--- config.mk ---
export PLATFORM = sky130hd
export DESIGN_NAME = sorted_priority_queue_flat
export DESIGN_NICKNAME = d
export VERILOG_FILES = /design/src/spq_pkg.sv /design/src/spq_req_if.sv /design/src/spq_rsp_if.sv /design/src/spq_cell.sv /design/src/sorted_priority_queue.sv /design/src/flat_wrapper.sv
export VERILOG_INCLUDE_DIRS = /design/src /design/src/src
export SDC_FILE = /design/constraint.sdc
export NUM_CORES = 2
export LEC_CHECK = 0
export BUFFER_PORTS_ARGS = -buffer_cell sky130_fd_sc_hd__buf_2
export CAP_MARGIN = 20
export CORE_MARGIN = 2
export CORE_UTILIZATION = 45
export DETAILED_ROUTE_END_ITERATION = 6
export PLACE_DENSITY = 0.65
export SYNTH_ARGS = -nofsm -noshare
export SYNTH_HDL_FRONTEND = slang
export SYNTH_HIERARCHICAL = 1
export SYNTH_SLANG_ARGS = --single-unit
--- constraint.sdc ---
create_clock -name i_clk -period 6.7 [get_ports i_clk]
set_clock_uncertainty 0.1 [all_clocks]
set_input_delay 0.67 -clock i_clk [delete_from_list [all_inputs] [get_ports i_clk]]
set_output_delay 0.67 -clock i_clk [all_outputs]
set_load 0.01 [all_outputs]
--- src/sorted_priority_queue_defines.svh ---
// ----------------------------------------------------------------------------
// sorted priority queue assertion macros
// shared concurrent assertion forms, clocked on i_clk, off during reset
// ----------------------------------------------------------------------------
`ifndef SORTED_PRIORITY_QUEUE_DEFINES_SVH
`define SORTED_PRIORITY_QUEUE_DEFINES_SVH

// condition implies consequence in the same cycle
`define SPQ_ASSERT_SAME(lbl, ante, cons) \
    lbl: assert property (@(posedge i_clk) disable iff (!i_rst_n) (ante) |-> (cons)) \
        else $error("assertion failed: same cycle check");

// condition implies consequence in the next cycle
`define SPQ_ASSERT_NEXT(lbl, ante, cons) \
    lbl: assert property (@(posedge i_clk) disable iff (!i_rst_n) (ante) |=> (cons)) \
        else $error("assertion failed: next cycle check");

`endif

--- src/spq_pkg.sv ---
`timescale 1ns / 1ps
// ----------------------------------------------------------------------------
// spq_pkg
// sizes, entry type and status codes of the sorted priority queue
// ----------------------------------------------------------------------------
package spq_pkg;

    localparam int DEPTH      = 16;
    localparam int PRIO_WIDTH = 16;
    localparam int TAG_WIDTH  = 32;
    localparam int CNT_W      = $clog2(DEPTH + 1);

    typedef enum logic [1:0] {
        ST_OK    = 2'd0,
        ST_EMPTY = 2'd1,
        ST_FULL  = 2'd2
    } t_status;

    localparam logic CMD_PUSH = 1'b0;
    localparam logic CMD_POP  = 1'b1;

    typedef struct packed {
        logic [PRIO_WIDTH-1:0] prio;
        logic [TAG_WIDTH-1:0]  tag;
    } t_entry;

    // per-cycle move applied to every cell
    typedef struct packed {
        logic push;
        logic pop;
    } t_cell_ctl;

endpackage

--- src/spq_req_if.sv ---
`timescale 1ns / 1ps
// ----------------------------------------------------------------------------
// spq_req_if
// request channel: push or pop command with priority and tag
// ----------------------------------------------------------------------------
interface spq_req_if;
    logic                                 valid;
    logic                                 ready;
    logic                                 command;
    logic signed [spq_pkg::PRIO_WIDTH-1:0] priority_req;
    logic [spq_pkg::TAG_WIDTH-1:0]        tag;

    modport source (output valid, command, priority_req, tag, input ready);
    modport sink   (input valid, command, priority_req, tag, output ready);
endinterface

--- src/spq_rsp_if.sv ---
`timescale 1ns / 1ps
// ----------------------------------------------------------------------------
// spq_rsp_if
// result channel: status, popped entry, head entry and count
// ----------------------------------------------------------------------------
interface spq_rsp_if;
    logic                                  valid;
    logic                                  ready;
    logic [1:0]                            status;
    logic signed [spq_pkg::PRIO_WIDTH-1:0] popped_priority;
    logic [spq_pkg::TAG_WIDTH-1:0]         popped_tag;
    logic                                  head_valid;
    logic signed [spq_pkg::PRIO_WIDTH-1:0] head_priority;
    logic [spq_pkg::TAG_WIDTH-1:0]         head_tag;
    logic [spq_pkg::CNT_W-1:0]             entry_count;

    modport source (output valid, status, popped_priority, popped_tag, head_valid,
                    head_priority, head_tag, entry_count, input ready);
    modport sink   (input valid, status, popped_priority, popped_tag, head_valid,
                    head_priority, head_tag, entry_count, output ready);
endinterface

--- src/spq_cell.sv ---
`timescale 1ns / 1ps
// ----------------------------------------------------------------------------
// spq_cell
// one slot of the sorted chain: holds, takes the new entry, or shifts
// ----------------------------------------------------------------------------
module spq_cell (
    input  logic               i_clk,
    input  spq_pkg::t_cell_ctl i_ctl,
    input  logic               i_occ,
    input  spq_pkg::t_entry    i_new,
    input  spq_pkg::t_entry    i_left,
    input  logic               i_left_keep,
    input  spq_pkg::t_entry    i_right,
    output spq_pkg::t_entry    o_entry,
    output logic               o_keep,
    output spq_pkg::t_entry    o_next
);

    spq_pkg::t_entry r_entry;
    spq_pkg::t_entry n_entry;

    // stays in place on push when it ranks at or above the new entry
    assign o_keep = i_occ && ($signed(r_entry.prio) >= $signed(i_new.prio));

    always_comb begin
        n_entry = r_entry;
        if (i_ctl.push) begin
            if (o_keep) begin
                n_entry = r_entry;
            end else if (i_left_keep) begin
                n_entry = i_new;
            end else begin
                n_entry = i_left;
            end
        end else if (i_ctl.pop) begin
            n_entry = i_right;
        end
    end

    always_ff @(posedge i_clk) begin
        r_entry <= n_entry;
    end

    assign o_entry = r_entry;
    assign o_next  = n_entry;

endmodule

--- src/sorted_priority_queue.sv ---
`timescale 1ns / 1ps
// ----------------------------------------------------------------------------
// sorted_priority_queue
// bounded priority queue as a chain of sorted cells, stable for equal keys
// ----------------------------------------------------------------------------
//
//  channel   dir   payload                                       handshake
//  i_req     in    command, priority_req, tag                    valid/ready
//  o_rsp     out   status, popped_*, head_*, entry_count          valid/ready
//
//  one request per cycle unless the response is stalled; each request gives
//  one response in the next cycle; all cells compare against the pushed
//  priority in parallel, so a push or pop updates all cells at once, for any depth
//  the response sits in an output register; a new request is taken while
//  it is empty or being drained in the same cycle
//  reset clears the entry count and the response valid; slot contents
//  are left as they are and only slots below the count are ever read
//
`include "sorted_priority_queue_defines.svh"

module sorted_priority_queue (
    input  logic  i_clk,
    input  logic  i_rst_n,
    spq_req_if.sink   i_req,
    spq_rsp_if.source o_rsp
);

    localparam int DEPTH = spq_pkg::DEPTH;
    localparam int CNT_W = spq_pkg::CNT_W;

    // occupancy and control
    logic [CNT_W-1:0]   r_count;
    logic [CNT_W-1:0]   n_count;
    logic               w_accept;
    logic               w_full;
    logic               w_empty;
    spq_pkg::t_cell_ctl w_ctl;
    spq_pkg::t_entry    w_new;

    // cell chain wiring
    spq_pkg::t_entry w_entry [DEPTH];
    spq_pkg::t_entry w_next  [DEPTH];
    logic [DEPTH-1:0] w_keep;
    logic [DEPTH-1:0] w_occ;

    // response register
    logic            r_rsp_valid;
    spq_pkg::t_status r_status;
    spq_pkg::t_entry r_popped;
    logic            r_head_valid;
    spq_pkg::t_entry r_head;
    logic [CNT_W-1:0] r_rsp_count;

    // take a request while the response slot is free or draining
    assign i_req.ready = !r_rsp_valid || o_rsp.ready;
    assign w_accept    = i_req.valid && i_req.ready;

    assign w_full  = (r_count == CNT_W'(DEPTH));
    assign w_empty = (r_count == '0);

    assign w_new.prio = i_req.priority_req;
    assign w_new.tag  = i_req.tag;

    // refused requests leave every cell untouched
    assign w_ctl.push = w_accept && (i_req.command == spq_pkg::CMD_PUSH) && !w_full;
    assign w_ctl.pop  = w_accept && (i_req.command == spq_pkg::CMD_POP) && !w_empty;

    always_comb begin
        n_count = r_count;
        if (w_ctl.push) begin
            n_count = r_count + CNT_W'(1);
        end else if (w_ctl.pop) begin
            n_count = r_count - CNT_W'(1);
        end
    end

    always_ff @(posedge i_clk) begin
        if (!i_rst_n) begin
            r_count <= '0;
        end else begin
            r_count <= n_count;
        end
    end

    // the chain: slot 0 is the head, entries shift right on push, left on pop
    genvar g;
    generate
        for (g = 0; g < DEPTH; g++) begin : g_cell
            spq_pkg::t_entry w_left;
            spq_pkg::t_entry w_right;
            logic            w_left_keep;

            assign w_occ[g] = (r_count > CNT_W'(g));

            if (g == 0) begin : g_first
                // nothing ranks ahead of the head slot
                assign w_left      = w_new;
                assign w_left_keep = 1'b1;
            end else begin : g_mid
                assign w_left      = w_entry[g-1];
                assign w_left_keep = w_keep[g-1];
            end

            if (g == DEPTH - 1) begin : g_last
                // tail slot falls out of range on pop
                assign w_right = w_entry[g];
            end else begin : g_inner
                assign w_right = w_entry[g+1];
            end

            spq_cell u_cell (
                .i_clk       (i_clk),
                .i_ctl       (w_ctl),
                .i_occ       (w_occ[g]),
                .i_new       (w_new),
                .i_left      (w_left),
                .i_left_keep (w_left_keep),
                .i_right     (w_right),
                .o_entry     (w_entry[g]),
                .o_keep      (w_keep[g]),
                .o_next      (w_next[g])
            );
        end
    endgenerate

    // response valid
    always_ff @(posedge i_clk) begin
        if (!i_rst_n) begin
            r_rsp_valid <= 1'b0;
        end else if (w_accept) begin
            r_rsp_valid <= 1'b1;
        end else if (o_rsp.ready) begin
            r_rsp_valid <= 1'b0;
        end
    end

    // response payload, head taken from the slot 0 value after this step
    always_ff @(posedge i_clk) begin
        if (w_accept) begin
            if (i_req.command == spq_pkg::CMD_PUSH) begin
                r_status <= w_full ? spq_pkg::ST_FULL : spq_pkg::ST_OK;
            end else begin
                r_status <= w_empty ? spq_pkg::ST_EMPTY : spq_pkg::ST_OK;
            end
            r_popped     <= w_ctl.pop ? w_entry[0] : '0;
            r_head_valid <= (n_count != '0);
            r_head       <= (n_count != '0) ? w_next[0] : '0;
            r_rsp_count  <= n_count;
        end
    end

    assign o_rsp.valid           = r_rsp_valid;
    assign o_rsp.status          = r_status;
    assign o_rsp.popped_priority = r_popped.prio;
    assign o_rsp.popped_tag      = r_popped.tag;
    assign o_rsp.head_valid      = r_head_valid;
    assign o_rsp.head_priority   = r_head.prio;
    assign o_rsp.head_tag        = r_head.tag;
    assign o_rsp.entry_count     = r_rsp_count;

    // checks
    `SPQ_ASSERT_SAME(a_count_bound, 1'b1, r_count <= CNT_W'(DEPTH))
    `SPQ_ASSERT_NEXT(a_full_push_holds, w_accept && (i_req.command == spq_pkg::CMD_PUSH) && w_full, r_count == CNT_W'(DEPTH))
    `SPQ_ASSERT_NEXT(a_pop_decrements, w_ctl.pop, r_count == $past(r_count) - CNT_W'(1))
    `SPQ_ASSERT_SAME(a_head_matches_count, r_rsp_valid, r_head_valid == (r_rsp_count != '0))

endmodule

--- src/flat_wrapper.sv ---
// flat-port wrapper written by rule: the top's interface ports become plain ports
module sorted_priority_queue_flat 
  (i_clk, i_rst_n, i_req_valid, i_req_command, i_req_priority_req, i_req_tag, i_req_ready, o_rsp_valid, o_rsp_status, o_rsp_popped_priority, o_rsp_popped_tag, o_rsp_head_valid, o_rsp_head_priority, o_rsp_head_tag, o_rsp_entry_count, o_rsp_ready);
  spq_req_if i_req_i ();
  spq_rsp_if o_rsp_i ();
  input  logic i_clk;
  input  logic i_rst_n;
  input wire logic [$bits(i_req_i.valid)-1:0] i_req_valid;
  input wire logic [$bits(i_req_i.command)-1:0] i_req_command;
  input wire logic [$bits(i_req_i.priority_req)-1:0] i_req_priority_req;
  input wire logic [$bits(i_req_i.tag)-1:0] i_req_tag;
  output wire logic [$bits(i_req_i.ready)-1:0] i_req_ready;
  output wire logic [$bits(o_rsp_i.valid)-1:0] o_rsp_valid;
  output wire logic [$bits(o_rsp_i.status)-1:0] o_rsp_status;
  output wire logic [$bits(o_rsp_i.popped_priority)-1:0] o_rsp_popped_priority;
  output wire logic [$bits(o_rsp_i.popped_tag)-1:0] o_rsp_popped_tag;
  output wire logic [$bits(o_rsp_i.head_valid)-1:0] o_rsp_head_valid;
  output wire logic [$bits(o_rsp_i.head_priority)-1:0] o_rsp_head_priority;
  output wire logic [$bits(o_rsp_i.head_tag)-1:0] o_rsp_head_tag;
  output wire logic [$bits(o_rsp_i.entry_count)-1:0] o_rsp_entry_count;
  input wire logic [$bits(o_rsp_i.ready)-1:0] o_rsp_ready;
  assign i_req_i.valid = i_req_valid;
  assign i_req_i.command = i_req_command;
  assign i_req_i.priority_req = i_req_priority_req;
  assign i_req_i.tag = i_req_tag;
  assign i_req_ready = i_req_i.ready;
  assign o_rsp_valid = o_rsp_i.valid;
  assign o_rsp_status = o_rsp_i.status;
  assign o_rsp_popped_priority = o_rsp_i.popped_priority;
  assign o_rsp_popped_tag = o_rsp_i.popped_tag;
  assign o_rsp_head_valid = o_rsp_i.head_valid;
  assign o_rsp_head_priority = o_rsp_i.head_priority;
  assign o_rsp_head_tag = o_rsp_i.head_tag;
  assign o_rsp_entry_count = o_rsp_i.entry_count;
  assign o_rsp_i.ready = o_rsp_ready;
  sorted_priority_queue u_core (.i_clk(i_clk), .i_rst_n(i_rst_n), .i_req(i_req_i), .o_rsp(o_rsp_i));
endmodule
======== Yosys cells after proc, flatten, opt, wreduce, memory -nomap -nowiden ========
Index checks and enable logic that the tools add are counted.
cells by class
  add/sub/neg operators ................... 2
  equality and inequality tests ........... 15
  bitwise logic cells ..................... 2
  reduce and logical (&&, ||, !) cells .... 44
  order comparisons ....................... 32
  mux-type cells .......................... 67
operators by type and width
  cell                   count
  $mux W48               60
  $ge A16 B16 Y1         16
  $gt A5 B4 Y1 const B   8
  $reduce_and A2 Y1      15
  $ne A2 B2 Y1 const B   14
  $logic_and A1 B1 Y1    21
  $gt A5 B3 Y1 const B   4
  $gt A5 B1 Y1 const B   2
  $gt A5 B2 Y1 const B   2
  $mux W5                2
  $add A5 B1 Y5 const B  1
  $eq A5 B5 Y1 const B   1
  $logic_not A5 Y1       1
  $reduce_bool A5 Y1     1
  $sub A5 B1 Y5 const B  1
  $mux W2                2
  $reduce_bool A2 Y1     2
  $logic_not A1 Y1       3
  $mux W1                3
  $not A1 Y1             2
  $logic_or A1 B1 Y1     1
storage, ports and cells
  output and inout port bits .............. 106
  flip-flop bits (word level) ............. 878
  input bits .............................. 53

======== Longest topological paths before layout ========
  word-level depth ........................ 8
  gate-level depth with buffers ........... 16
  depth with buffers taken out ............ 12

======== By module ========
Netlist, hierarchy kept.
by module, submodules not included
  module                                   instances  sequential area each (um^2)  area an instance (um^2)  cells each
  spq_cell (u_core.g_cell[15].u_cell ...)  10         960.9                        3,866.2                  488
  spq_cell (u_core.g_cell[0].u_cell ...)   6          960.9                        3,425.8                  401
  sorted_priority_queue                    1          3,243.1                      4,784.6                  377

======== Worst setup path after synthesis ========
No wires, ideal clock.
  path kind ............................... input -> register
  start point ............................. input port o_rsp_ready
  end point ............................... register u_core.r_head, in the netlist u_core/o_rsp.head_priority[10] (data pin)
  setup time .............................. 0.152 ns
  cell stages on the path ................. 7
  arrival ................................. 6.252 ns
  path buffers ............................ 2
  setup slack ............................. 0.197 ns
  cell sequence ........................... nor2b_1 -> nor2_1 -> nor2_1 -> or4b_2 -> buf_2 -> buf_6 -> a31oi_1
between the ends
  cells in the longest elaborated chain, start to end .. 7
RTL lines
  element                            RTL line                      RTL
  start, declared                    flat_wrapper.sv:21            input wire logic [$bits(o_rsp_i.ready)-1:0] o_rsp_ready;
  $logic_or A1 B1 Y1 *               sorted_priority_queue.sv:55   assign i_req.ready = !r_rsp_valid || o_rsp.ready;
  $logic_and A1 B1 Y1 *              sorted_priority_queue.sv:56   assign w_accept = i_req.valid && i_req.ready;
  net u_core.w_accept                sorted_priority_queue.sv:34   logic w_accept;
  $logic_and A1 B1 Y1 (2 in series)  sorted_priority_queue.sv:66   assign w_ctl.pop = w_accept && (i_req.command == spq_pkg::CMD_POP) && !w_empty;
  $mux W5                            sorted_priority_queue.sv:72   end else if (w_ctl.pop) begin
  $mux W5                            sorted_priority_queue.sv:70   if (w_ctl.push) begin
  $reduce_bool A5 Y1                 sorted_priority_queue.sv:147  r_head <= (n_count != '0) ? w_next[0] : '0;
  end signal, assigned               sorted_priority_queue.sv:147
  end, declared                      sorted_priority_queue.sv:51   spq_pkg::t_entry r_head;
Mark *: on every way through the listed nets, which the timed path passes. The rest lies on a longest branch.
A chain may end at the register's enable or synchronous reset.

==> summary.txt <==
crit path DAT: 5.28 ns
core footprint: 0.141 mm2
Resize count post-CTS: 0
CP max-delay cell: inv_1
number of max-cap violations: 0
setup tns final: 0 ns
Max-slew headroom: 0.219
Peak supply drop: 364 uV
worst min-delay path startpoint: i_rst_n
syn_area_per_cell: 8.35 um2
flops & latches, synth: 878
Min Hold Slack: 0.147 ns
Initial Util: 0.453
Final GP Congestion: 0.903
P&R area growth vs syn: 7.05%
via/cell ratio: 6.46
unrepaired setup endpoints after global routing: no
PwrDens: 484 mW/mm2
max-slew violation count: 0
via count: 59695
WL met3: 13100 um
worst-margin pin slew: 1.17 ns
Root Driver: clkbuf_16
final setup violation count: 0
Final Cycle Share: 0.706
total track usage: 0.267
critical path type: flop to flop
IO Port Bufs: 158
Yosys cell types: 55
antenna viol nets, final: 0
Ports: 159
initial antenna violation count: 8
Hold Crit Depth: 2
crit start category: flop
die height: 381 um
Clock Pin Slew Worst Setup and Hold Paths: 0.06 ns
vias in the first global route: 57083
Synth Warn #: 6
Hold Fails Final Rpt: 0
dpl ws: 1.65 ns
die width: 381 um
DRC violations left: 0
Layout Nets: 7595
Syn Inst Count: 7663
GRT overflow: 0
Mapped Nets: 7978
worst r2r path cells: 10
highest metal used: met5
number of synthesized flops with an enable pin: 104
CTS tree: yes
CTS sink cnt: 878
fmax: 211 MHz
worst-path cell chain: inv_1, ha_1, and2_1, a211o_1, inv_8, buf_4, inv_1, buf_4, o22ai_1, mux2i_1
worst reg2reg setup slack: 1.97 ns
largest net degree at the start of global routing: 236
# rows: 138
depth of the CTS H-tree: 3
Seq/Total Area, Yosys: 0.291
global-route wire length before repair: 321000 um
CTS hold repair buffers: 0
Post-CTS Setup Inserts: 0
min Tclk post-route: 4.73 ns
deepest clock path buffer count: 3
ys flop type: dfxtp_1
DRT met1 WL: 90800 um
post-DP HPWL: 138000 um
hold path endpoint: u_core/r_count[3]
outcome: finished, final reports clean
Reg-to-Reg Start: u_core/r_count[1]
commonest non-fill, non-tap cell in the layout: inv_1
CP Capture Type: flop
Wirelength per Cell: 22.0 um
Met2 Routed Length: 93900 um
R2R Path End: u_core/g_cell[13].u_cell/o_entry[46]
Critical Path RT: 7.25 ns
total power: 33.1 mW
Mapped Area: 0.0640 mm2
worst-skew pair later-pin latency: 0.73 ns
iteration count of the initial detailed-routing pass: 6
critical path's largest stage delay: 0.67 ns
Initial DRC Count: 6267
crit-path max FO: 102
most frequent cells in the layout: inv_1 (797), mux2i_1 (774), dfxtp_1 (774)
DRT Wirelength: 204000 um
Die ar.: 0.145 mm2
Filler cells: 13368
share of cells above drive strength 1: 0.112
TritonCTS Buffers: 104
worst hold path type: primary input to flop
fin worst setup slack: 1.97 ns
static leakage power: 27.3 nW
Async S/R FF share, synth: 0
area by class of cell:
cell class              instances  area (um2)  share of cell area
repair buffers                279        2050              0.0299
inverters                     798        3000              0.0438
clock buffers                 146        2990              0.0437
flip-flops and latches        878       18600               0.272
clock inverters                35         387             0.00564
diodes                          2        5.00           0.0000731
multi-input cells            5219       39100               0.571
well taps                    1890        2360              0.0345
power breakdown:
| part | switching (mW) | leakage [nW] | internal, mW | total, mW |
|---|---|---|---|---|
| Combinational | 10.3 | 18.1 | 6.19 | 16.5 |
| Clock | 2.45 | 1.66 | 3.36 | 5.81 |
| Sequential | 2.96 | 7.54 | 7.90 | 10.9 |
| Total | 15.7 | 27.3 | 17.4 | 33.1 |
critical path: cells and delay by family (launching register included):
kind / cells / cell delay (ns)
AO/OA/AOI/OAI: 2 / 0.67
AND/OR/NAND/NOR: 1 / 0.17
flip-flops: 1 / 0.59
multiplexers: 1 / 0.25
adder cells (fa/ha/maj): 1 / 0.28
buffers and inverters: 5 / 2.49
flip-flops by register name, summed over array words and instances (netlist names):
name / count
u_core/g_cell.u_cell/o_entry: 768
u_core/o_rsp.valid: 1
u_core/o_rsp.head_tag: 32
u_core/o_rsp.entry_count: 5
u_core/o_rsp.head_valid: 1
u_core/o_rsp.popped_tag: 32
u_core/o_rsp.popped_priority: 16
u_core/r_count: 5
u_core/o_rsp.head_priority: 16
u_core/o_rsp.status: 2
per-stage QoR:
step | instance area (um2) | std cells | utilization
finish | 68500 | 9247 | 0.484
global route | 68500 | 9245 | 0.484
CTS | 68300 | 9238 | 0.483
detailed placement | 64900 | 9057 | 0.459
global placement | 64900 | 9057 | 0.459
floorplan | 64000 | 7663 | -
synthesized netlist by cell type, types with 9 or more instances:
cell,instances,share of area
buf_4,47,0.0055
nand2b_1,33,0.0032
a311oi_1,160,0.022
edfxtp_1,104,0.049
nand2_1,553,0.032
a2111o_1,16,0.0028
o221a_1,20,0.0035
and2_4,10,0.0014
buf_6,66,0.012
o21ai_0,48,0.0038
a21oi_1,540,0.042
a211oi_1,486,0.057
mux2i_1,774,0.12
o22ai_1,12,0.0012
a31oi_1,71,0.0069
nand3_1,279,0.022
o211ai_1,18,0.0021
a31o_1,11,0.0015
nor2b_1,29,0.0028
nand4_1,341,0.033
a21o_1,20,0.0023
ha_1,262,0.051
o21ai_1,10,0.00078
clkbuf_1,503,0.030
a311oi_2,300,0.070
nor3_1,9,0.00070
dfxtp_1,774,0.24
a22oi_1,277,0.032
a211o_1,283,0.039
nor4_1,17,0.0017
and2_1,58,0.0057
a41oi_2,10,0.0025
a2111oi_2,10,0.0023
buf_1,48,0.0028
o221ai_1,12,0.0016
buf_2,104,0.0081
inv_1,798,0.047
nor2_1,520,0.030
per-layer routing:
layer / vias to the layer above / track usage
met5: - / 0
met4: 12 / 0.0893
met3: 411 / 0.0409
met2: 2010 / 0.429
met1: 29480 / 0.363
li1: 27782 / -
worst max-delay path by stage:
stage                                 startpoint                                    to  slack, ns
after floorplan                      o_rsp_ready        u_core/o_rsp.head_priority[10]       0.20
after global placement    i_req_priority_req[12]   u_core/g_cell[7].u_cell/o_entry[36]       1.65
after detailed placement  i_req_priority_req[12]   u_core/g_cell[8].u_cell/o_entry[19]       1.65
after CTS                      u_core/r_count[1]         u_core/o_rsp.head_priority[9]       1.91
after global routing           u_core/r_count[1]   u_core/g_cell[3].u_cell/o_entry[28]       1.70
final                          u_core/r_count[1]  u_core/g_cell[13].u_cell/o_entry[46]       1.97
logic make-up (layout without fill, tap and decap cells):
family,count (synthesis),count (layout),share of synthesized area
compound gates,2323,2323,0.297
simple gates,1856,1856,0.135
buf+inv,1566,1258,0.104
flops,878,878,0.291
mux,774,774,0.121
fa+ha+maj,262,262,0.0512
xor+xnor,3,3,0.000411
other cells,1,3,0.0000586
Note: power is estimated with default switching activity, not from simulation.
